<file path="src/rtl/mpeg_audio_header_sync_detect_top_assert.svh">
// Assertion macros for the MPEG audio header sync detector.
// Included by modules that check their own logic; no other dependencies.
`ifndef MPEG_AUDIO_HEADER_SYNC_DETECT_TOP_ASSERT_SVH
`define MPEG_AUDIO_HEADER_SYNC_DETECT_TOP_ASSERT_SVH
`ifndef NO_ASSERTIONS
// Check a property on every rising clock edge outside reset.
`define MAHSD_ASSERT(lbl, prop, msg) \
	lbl: assert property (@(posedge clk) disable iff (!arst_n) (prop)) else $error(msg);
// Check that a condition never holds outside reset.
`define MAHSD_NEVER(lbl, cond, msg) \
	lbl: assert property (@(posedge clk) disable iff (!arst_n) !(cond)) else $error(msg);
`else
`define MAHSD_ASSERT(lbl, prop, msg)
`define MAHSD_NEVER(lbl, cond, msg)
`endif
`endif

</file>
<file path="src/rtl/mahsd_pkg.sv">
// Package for the MPEG audio header sync detector: field codes, stage types and
// the sample-rate and bitrate tables. No dependencies.
`default_nettype none
package mahsd_pkg;

	localparam logic [10:0] SYNC_PATTERN   = 11'h7ff;
	localparam logic [1:0]  MODE_SINGLE_CH = 2'd3;
	localparam logic [1:0]  LCODE_RESERVED = 2'd0;
	localparam logic [3:0]  BIDX_FREE      = 4'd0;
	localparam logic [3:0]  BIDX_BAD       = 4'd15;
	localparam logic [3:0]  BIDX_MAX_V25   = 4'd8;
	localparam logic [1:0]  SIDX_RESERVED  = 2'd3;
	localparam logic [1:0]  LAYER_III      = 2'd3;
	localparam logic [1:0]  BYTES_FULL     = 2'd3;
	localparam logic [9:0]  KBPS_SCALE     = 10'd1000;

	typedef enum logic [1:0] {
		VER_MPEG1  = 2'd0,
		VER_MPEG2  = 2'd1,
		VER_MPEG25 = 2'd2
	} ver_t;

	// Window stage payload
	typedef struct packed {
		logic [31:0] win;
		logic        full;
		logic        restart;
	} s1_t;

	// Decoded header fields
	typedef struct packed {
		logic        valid;
		logic [1:0]  version;
		logic [1:0]  layer;
		logic [1:0]  channels;
		logic [15:0] sample_rate;
		logic [18:0] bitrate;
	} hdr_t;

	// Sample rate in hertz by version and rate index
	function automatic logic [15:0] rate_lookup(input ver_t ver, input logic [1:0] sidx);
		logic [15:0] r;
		r = 16'd0;
		unique case (ver)
			VER_MPEG1: begin
				unique case (sidx)
					2'd0: r = 16'd44100;
					2'd1: r = 16'd48000;
					2'd2: r = 16'd32000;
					default: r = 16'd0;
				endcase
			end
			VER_MPEG2: begin
				unique case (sidx)
					2'd0: r = 16'd22050;
					2'd1: r = 16'd24000;
					2'd2: r = 16'd16000;
					default: r = 16'd0;
				endcase
			end
			VER_MPEG25: begin
				unique case (sidx)
					2'd0: r = 16'd11025;
					2'd1: r = 16'd12000;
					2'd2: r = 16'd8000;
					default: r = 16'd0;
				endcase
			end
			default: r = 16'd0;
		endcase
		return r;
	endfunction

	// Bitrate in kbps by version group, layer and bitrate index
	function automatic logic [8:0] kbps_lookup(input logic grp, input logic [1:0] layer,
			input logic [3:0] bidx);
		logic [8:0] k;
		k = 9'd0;
		if (!grp && layer == 2'd1) begin
			unique case (bidx)
				4'd1: k = 9'd32;   4'd2: k = 9'd64;   4'd3: k = 9'd96;
				4'd4: k = 9'd128;  4'd5: k = 9'd160;  4'd6: k = 9'd192;
				4'd7: k = 9'd224;  4'd8: k = 9'd256;  4'd9: k = 9'd288;
				4'd10: k = 9'd320; 4'd11: k = 9'd352; 4'd12: k = 9'd384;
				4'd13: k = 9'd416; 4'd14: k = 9'd448;
				default: k = 9'd0;
			endcase
		end else if (!grp && layer == 2'd2) begin
			unique case (bidx)
				4'd1: k = 9'd32;   4'd2: k = 9'd48;   4'd3: k = 9'd56;
				4'd4: k = 9'd64;   4'd5: k = 9'd80;   4'd6: k = 9'd96;
				4'd7: k = 9'd112;  4'd8: k = 9'd128;  4'd9: k = 9'd160;
				4'd10: k = 9'd192; 4'd11: k = 9'd224; 4'd12: k = 9'd256;
				4'd13: k = 9'd320; 4'd14: k = 9'd384;
				default: k = 9'd0;
			endcase
		end else if (!grp) begin
			unique case (bidx)
				4'd1: k = 9'd32;   4'd2: k = 9'd40;   4'd3: k = 9'd48;
				4'd4: k = 9'd56;   4'd5: k = 9'd64;   4'd6: k = 9'd80;
				4'd7: k = 9'd96;   4'd8: k = 9'd112;  4'd9: k = 9'd128;
				4'd10: k = 9'd160; 4'd11: k = 9'd192; 4'd12: k = 9'd224;
				4'd13: k = 9'd256; 4'd14: k = 9'd320;
				default: k = 9'd0;
			endcase
		end else if (layer == 2'd1) begin
			unique case (bidx)
				4'd1: k = 9'd32;   4'd2: k = 9'd48;   4'd3: k = 9'd56;
				4'd4: k = 9'd64;   4'd5: k = 9'd80;   4'd6: k = 9'd96;
				4'd7: k = 9'd112;  4'd8: k = 9'd128;  4'd9: k = 9'd144;
				4'd10: k = 9'd160; 4'd11: k = 9'd176; 4'd12: k = 9'd192;
				4'd13: k = 9'd224; 4'd14: k = 9'd256;
				default: k = 9'd0;
			endcase
		end else begin
			// Layers II and III share one table in the lower-rate versions
			unique case (bidx)
				4'd1: k = 9'd8;    4'd2: k = 9'd16;   4'd3: k = 9'd24;
				4'd4: k = 9'd32;   4'd5: k = 9'd40;   4'd6: k = 9'd48;
				4'd7: k = 9'd56;   4'd8: k = 9'd64;   4'd9: k = 9'd80;
				4'd10: k = 9'd96;  4'd11: k = 9'd112; 4'd12: k = 9'd128;
				4'd13: k = 9'd144; 4'd14: k = 9'd160;
				default: k = 9'd0;
			endcase
		end
		return k;
	endfunction

endpackage
`default_nettype wire

</file>
<file path="src/rtl/mpeg_audio_header_sync_detect_top.sv">
// MPEG audio header sync detector: one result per payload byte.
// A result is offered once its byte has passed two register stages: the stage-one register, then the output register.
// Throughput: one byte per cycle; s_tready falls only while both stages hold and m_tready is low.
// Reset clears window, byte count, taken flag and valid flags; payload registers are not reset.
// Depends on mahsd_pkg, mahsd_window, mahsd_decode and the assertion header.
`default_nettype none
`include "mpeg_audio_header_sync_detect_top_assert.svh"
module mpeg_audio_header_sync_detect_top
	import mahsd_pkg::*;
(
	input  wire logic        clk,
	input  wire logic        arst_n,
	input  wire logic        s_tvalid,
	output logic             s_tready,
	input  wire logic [7:0]  s_tdata,   // [7:0] data_byte
	input  wire logic        s_tuser,   // [0] restart
	output logic             m_tvalid,
	input  wire logic        m_tready,
	output logic [47:0]      m_tdata,   // [1:0] mpeg_version, [3:2] layer, [5:4] channels,
	                                    // [21:6] sample_rate, [40:22] bitrate, [47:41] zero
	output logic             m_tuser    // [0] found
);

	s1_t         s1;
	logic        valid_s1;
	hdr_t        hdr;
	logic        in_accept;
	logic        advance;
	logic        taken_q;
	logic        taken_eff;
	logic        found_now;
	logic        m_tvalid_q;
	logic        found_q;
	logic [47:0] tdata_q;

	// Handshake: stage one moves on whenever the output register is free or drains
	always_comb begin
		advance   = valid_s1 && (!m_tvalid_q || m_tready);
		s_tready  = !valid_s1 || advance;
		in_accept = s_tvalid && s_tready;
	end

	mahsd_window u_window (
		.clk       (clk),
		.arst_n    (arst_n),
		.data_byte (s_tdata),
		.restart   (s_tuser),
		.in_accept (in_accept),
		.advance   (advance),
		.s1        (s1),
		.valid_s1  (valid_s1)
	);

	mahsd_decode u_decode (
		.win  (s1.win),
		.full (s1.full),
		.hdr  (hdr)
	);

	// Report only the first valid header since restart
	always_comb begin
		taken_eff = s1.restart ? 1'b0 : taken_q;
		found_now = hdr.valid && !taken_eff;
	end

	// Taken flag follows items as they enter the output register
	always_ff @(posedge clk or negedge arst_n) begin
		if (!arst_n) begin
			taken_q <= 1'b0;
		end else if (advance) begin
			taken_q <= taken_eff || found_now;
		end
	end

	// Output valid
	always_ff @(posedge clk or negedge arst_n) begin
		if (!arst_n) begin
			m_tvalid_q <= 1'b0;
		end else if (advance) begin
			m_tvalid_q <= 1'b1;
		end else if (m_tready) begin
			m_tvalid_q <= 1'b0;
		end
	end

	// Output payload, zero when nothing is found
	always_ff @(posedge clk) begin
		if (advance) begin
			found_q <= found_now;
			tdata_q <= found_now ? {7'd0, hdr.bitrate, hdr.sample_rate, hdr.channels,
				hdr.layer, hdr.version} : 48'd0;
		end
	end

	assign m_tvalid = m_tvalid_q;
	assign m_tdata  = tdata_q;
	assign m_tuser  = found_q;

	`MAHSD_ASSERT(a_found_fields, (m_tvalid && m_tuser) |-> (m_tdata[3:2] != 2'd0 && m_tdata[21:6] != 16'd0 && m_tdata[40:22] != 19'd0), "found result with empty fields")
	`MAHSD_ASSERT(a_idle_zero, (m_tvalid && !m_tuser) |-> (m_tdata == 48'd0), "fields set without found")
	`MAHSD_ASSERT(a_taken_src, $rose(taken_q) |-> $past(advance && found_now), "taken flag set without a found header")
	`MAHSD_ASSERT(a_ready_free, !m_tvalid |-> s_tready, "input stalled while output register empty")

endmodule
`default_nettype wire

</file>
<file path="src/rtl/mahsd_window.sv">
// Input stage: sliding 32-bit byte window, byte count and stage-one register.
// Depends on mahsd_pkg.
`default_nettype none
module mahsd_window
	import mahsd_pkg::*;
(
	input  wire logic       clk,
	input  wire logic       arst_n,
	input  wire logic [7:0] data_byte,
	input  wire logic       restart,
	input  wire logic       in_accept,
	input  wire logic       advance,
	output s1_t             s1,
	output logic            valid_s1
);

	logic [23:0] recent_q;
	logic [1:0]  seen_q;
	logic [23:0] hist;
	logic [1:0]  seen_eff;
	logic [31:0] win;
	s1_t         s1_s1;

	// Restart drops history before this byte enters the window
	always_comb begin
		hist     = restart ? 24'd0 : recent_q;
		seen_eff = restart ? 2'd0 : seen_q;
		win      = {hist, data_byte};
	end

	// Advance window and saturating byte count on each input transfer
	always_ff @(posedge clk or negedge arst_n) begin
		if (!arst_n) begin
			recent_q <= 24'd0;
			seen_q   <= 2'd0;
		end else if (in_accept) begin
			recent_q <= win[23:0];
			seen_q   <= (seen_eff == BYTES_FULL) ? BYTES_FULL : seen_eff + 2'd1;
		end
	end

	// Stage-one valid flag
	always_ff @(posedge clk or negedge arst_n) begin
		if (!arst_n) begin
			valid_s1 <= 1'b0;
		end else if (in_accept) begin
			valid_s1 <= 1'b1;
		end else if (advance) begin
			valid_s1 <= 1'b0;
		end
	end

	// Stage-one payload
	always_ff @(posedge clk) begin
		if (in_accept) begin
			s1_s1.win     <= win;
			s1_s1.full    <= (seen_eff == BYTES_FULL);
			s1_s1.restart <= restart;
		end
	end

	assign s1 = s1_s1;

endmodule
`default_nettype wire

</file>
<file path="src/rtl/mahsd_decode.sv">
// Header check and field decode of one 32-bit window, purely combinational.
// Depends on mahsd_pkg.
`default_nettype none
module mahsd_decode
	import mahsd_pkg::*;
(
	input  wire logic [31:0] win,
	input  wire logic        full,
	output hdr_t             hdr
);

	logic        ext;
	logic        id;
	logic [1:0]  lcode;
	logic [3:0]  bidx;
	logic [1:0]  sidx;
	logic [1:0]  mode;
	logic [1:0]  layer;
	logic        v25_bad;
	ver_t        ver;
	logic [8:0]  kbps;

	// Split window into header fields
	always_comb begin
		ext   = win[20];
		id    = win[19];
		lcode = win[18:17];
		bidx  = win[15:12];
		sidx  = win[11:10];
		mode  = win[7:6];
		layer = 2'(3'd4 - {1'b0, lcode});
	end

	// Validate and decode
	always_comb begin
		v25_bad = !ext && (layer != LAYER_III || id || bidx > BIDX_MAX_V25);
		ver     = id ? VER_MPEG1 : (ext ? VER_MPEG2 : VER_MPEG25);
		kbps    = kbps_lookup(ver != VER_MPEG1, layer, bidx);

		hdr.valid       = full && win[31:21] == SYNC_PATTERN && lcode != LCODE_RESERVED
			&& bidx != BIDX_FREE && bidx != BIDX_BAD && sidx != SIDX_RESERVED && !v25_bad;
		hdr.version     = ver;
		hdr.layer       = layer;
		hdr.channels    = (mode == MODE_SINGLE_CH) ? 2'd1 : 2'd2;
		hdr.sample_rate = rate_lookup(ver, sidx);
		hdr.bitrate     = 19'(kbps) * 19'(KBPS_SCALE);
	end

endmodule
`default_nettype wire

</file>
<file path="config.mk">
export PLATFORM = sky130hd
export DESIGN_NAME = mpeg_audio_header_sync_detect_top
export DESIGN_NICKNAME = d
export VERILOG_FILES = /design/src/rtl/mahsd_pkg.sv /design/src/rtl/mpeg_audio_header_sync_detect_top.sv /design/src/rtl/mahsd_window.sv /design/src/rtl/mahsd_decode.sv
export VERILOG_INCLUDE_DIRS = /design/src /design/src/rtl
export SDC_FILE = /design/constraint.sdc
export NUM_CORES = 1
export LEC_CHECK = 0
export BUFFER_PORTS_ARGS = -buffer_cell sky130_fd_sc_hd__buf_2
export CORE_UTILIZATION = 59
export DETAILED_ROUTE_END_ITERATION = 10
export MAX_ROUTING_LAYER = met4
export PLACE_DENSITY = 0.85
export SKIP_LAST_GASP = 1
export SLEW_MARGIN = 20
export SYNTH_ARGS = -nofsm -noshare
export SYNTH_HDL_FRONTEND = slang
export SYNTH_HIERARCHICAL = 1
export SYNTH_SLANG_ARGS = --single-unit
</file>
<file path="constraint.sdc">
create_clock -name clk -period 6.03 [get_ports clk]
set_clock_uncertainty 0.05 [all_clocks]
set_input_delay 0.3015 -clock clk [delete_from_list [all_inputs] [get_ports clk]]
set_output_delay 0.3015 -clock clk [all_outputs]
set_load 0.005 [all_outputs]
</file>
==> impl_metrics.json <==
{
  "slew_viol_final": 0,
  "ant_nets": 0,
  "cp_max_fo": 11,
  "path_buf_inv": 3,
  "slew_headroom": 0.379,
  "cts-root-buf": "clkbuf_8",
  "drt-pass1-iter-count": 5,
  "grt_overflow_total": 0,
  "dieArea_um2": 10100,
  "path_common_cell": "ha_1",
  "num_rows": 35,
  "path_delay_family": "adder cells",
  "tightest_slew_ps": 931,
  "fin_nets": 596,
  "cpPeakStageDelay_ps": 560,
  "status": "finished clean",
  "cts_buffers": 9,
  "p_clk_frac": 0.149,
  "ys_warn_count": 6,
  "post-route-util": 0.664,
  "avgSynthCellArea_um2": 12.0,
  "drv_cap": 0,
  "wl_per_cell_um": 14.0,
  "grt_max_degree": 55,
  "p_int_w": 0.00174,
  "r2r-start": "u_window/s1[15]",
  "clk_transition_reported_paths_ps": 110,
  "max_freq_mhz": 180,
  "worstPathCellList": "inv_1, ha_1, nor3_1, nor4_1, o21ai_0, a41oi_1, ha_1, ha_1, inv_1, fa_1, inv_1, fa_1, ha_1, a21o_1, a211oi_1, nor2_1, o41ai_1, xnor2_1, and2_1",
  "die_h_um": 101,
  "min_period_ps": 5550,
  "switchingPower_w": 0.00115,
  "wl_mm": 9.22,
  "track_usage": 0.199,
  "grt_pass1_vias": 3383,
  "period_share": 0.921,
  "syn_to_final_growth_pct": 7.92,
  "p_leak_nw": 2.78,
  "design.core.area_um2": 9330,
  "die_w_um": 101,
  "rsz0062_at_grt": "no",
  "seqPwrFrac": 0.334,
  "grt_pass1_wl_mm": 15.2,
  "ios": 64,
  "vias": 3563,
  "arrival_ps": 5630,
  "startpoint": "u_window/s1[15]",
  "finalSetupTns_ps": 0,
  "hold_viol_final": 0,
  "netlist_area_um2": 5740,
  "p_comb_frac": 0.517,
  "cts_sinks": 96,
  "io_buffer_count": 56,
  "antenna_cells": 0,
  "start_kind": "flop",
  "setup_viol": 0,
  "drt_iter0_markers": 243,
  "drc": 0,
  "ctsHoldBuffers": 1,
  "start_util": 0.615,
  "vdd.ir_drop.worst_mv": 0.333,
  "synthCells": 479,
  "cts_resized": 0,
  "post_cts_buffers": 0,
  "insertion_delay_ps": 360,
  "hp-class": "input port to flop",
  "antenna_found_initial": 0,
  "fill_cells": 694,
  "power.density_nw_per_um2": 466,
  "layout-drive-gt1-share": 0.222,
  "seq_area_um2": 2740,
  "end_kind": "flop",
  "routed_via_density": 5.42,
  "cts_tree": "done",
  "path_class": "flop to flop",
  "p_sw_frac": 0.397,
  "cpMaxStageDelayCell": "edfxtp_1",
  "multi_input_area_um2": 2690,
  "critical_path_required_ps": 6110,
  "clk_path_buf_depth": 2,
  "gp_congestion": 0.878,
  "min_from": "s_tdata[6]",
  "dpl.hpwl_mm": 6.74,
  "htree_levels": 3
}
-- sequential cells by signal, indices dropped and copies added (netlist names) --
signal	cells
taken_q	1
m_tvalid	1
m_tuser	1
u_window/valid_s1	1
u_window/recent_q	24
u_window/seen_q	2
u_window/s1	25
m_tdata	41
-- metal layers --
metal  track usage  wire length [um]  vias up
li1              -                 -     1740
met1         0.249              4090     1708
met2         0.333              4580      105
met3        0.0388               449       10
met4        0.0513                99        0
met5             -                 0        -
-- path summary, 6_finish.rpt --
path | endpoint | slack (ps) | cells after the start
max | m_tdata[39] | 480 | 19
min | u_window/s1[8] | 70 | 1
max reg2reg | m_tdata[39] | 480 | 19
min reg2reg | u_window/recent_q[10] | 450 | 1
max in group asynchronous | u_window/recent_q[10] | 5060 | 2
min in group asynchronous | u_window/recent_q[1] | 430 | 2
-- cells in the final DEF, fill, tap and decap left out, drive strengths merged, types with 13 or more instances in the layout --
cell type / n
nor2: 19
and2: 48
nor2b: 26
edfxtp: 67
buf: 57
a21oi: 13
conb: 14
o21ai: 18
nand2: 18
ha: 48
mux2: 26
inv: 27
dfrtp: 29
-- power groups by stage --
stage / sequential [W] / combinational, W / clock [W]
2_1_floorplan: 0.000962 / 0.00118 / 0
3_3_place_gp: 0.000973 / 0.00144 / 0
3_5_place_dp: 0.000981 / 0.00148 / 0
4_1_cts: 0.000966 / 0.00151 / 0.000442
5_1_grt: 0.000985 / 0.00168 / 0.000465
6_report: 0.000964 / 0.00149 / 0.000431
-- final cells by class --
| cell class | instances | share of cell area |
|---|---|---|
| clock buffers | 9 | 0.0200 |
| clock inverters | 7 | 0.0148 |
| inverters | 23 | 0.0139 |
| multi-input cells | 335 | 0.435 |
| flip-flops and latches | 96 | 0.442 |
| well taps | 129 | 0.0261 |
| repair buffers | 58 | 0.0481 |
-- stage by stage --
| step | instances | total power (W) | setup WS [ps] | hold WS [ps] | cell area (um2) |
|---|---|---|---|---|---|
| detailed placement | 640 | 0.00246 | 537 | 317 | 5970 |
| CTS | 657 | 0.00291 | 470 | 56.5 | 6190 |
| floorplan | 491 | 0.00214 | 1030 | -44.1 | 5780 |
| finish | 657 | 0.00289 | 477 | 67.3 | 6190 |
| global route | 657 | 0.00313 | 107 | 42.3 | 6190 |
| global placement | 640 | 0.00241 | 692 | 304 | 5970 |
(Power assumes the default switching activity.)
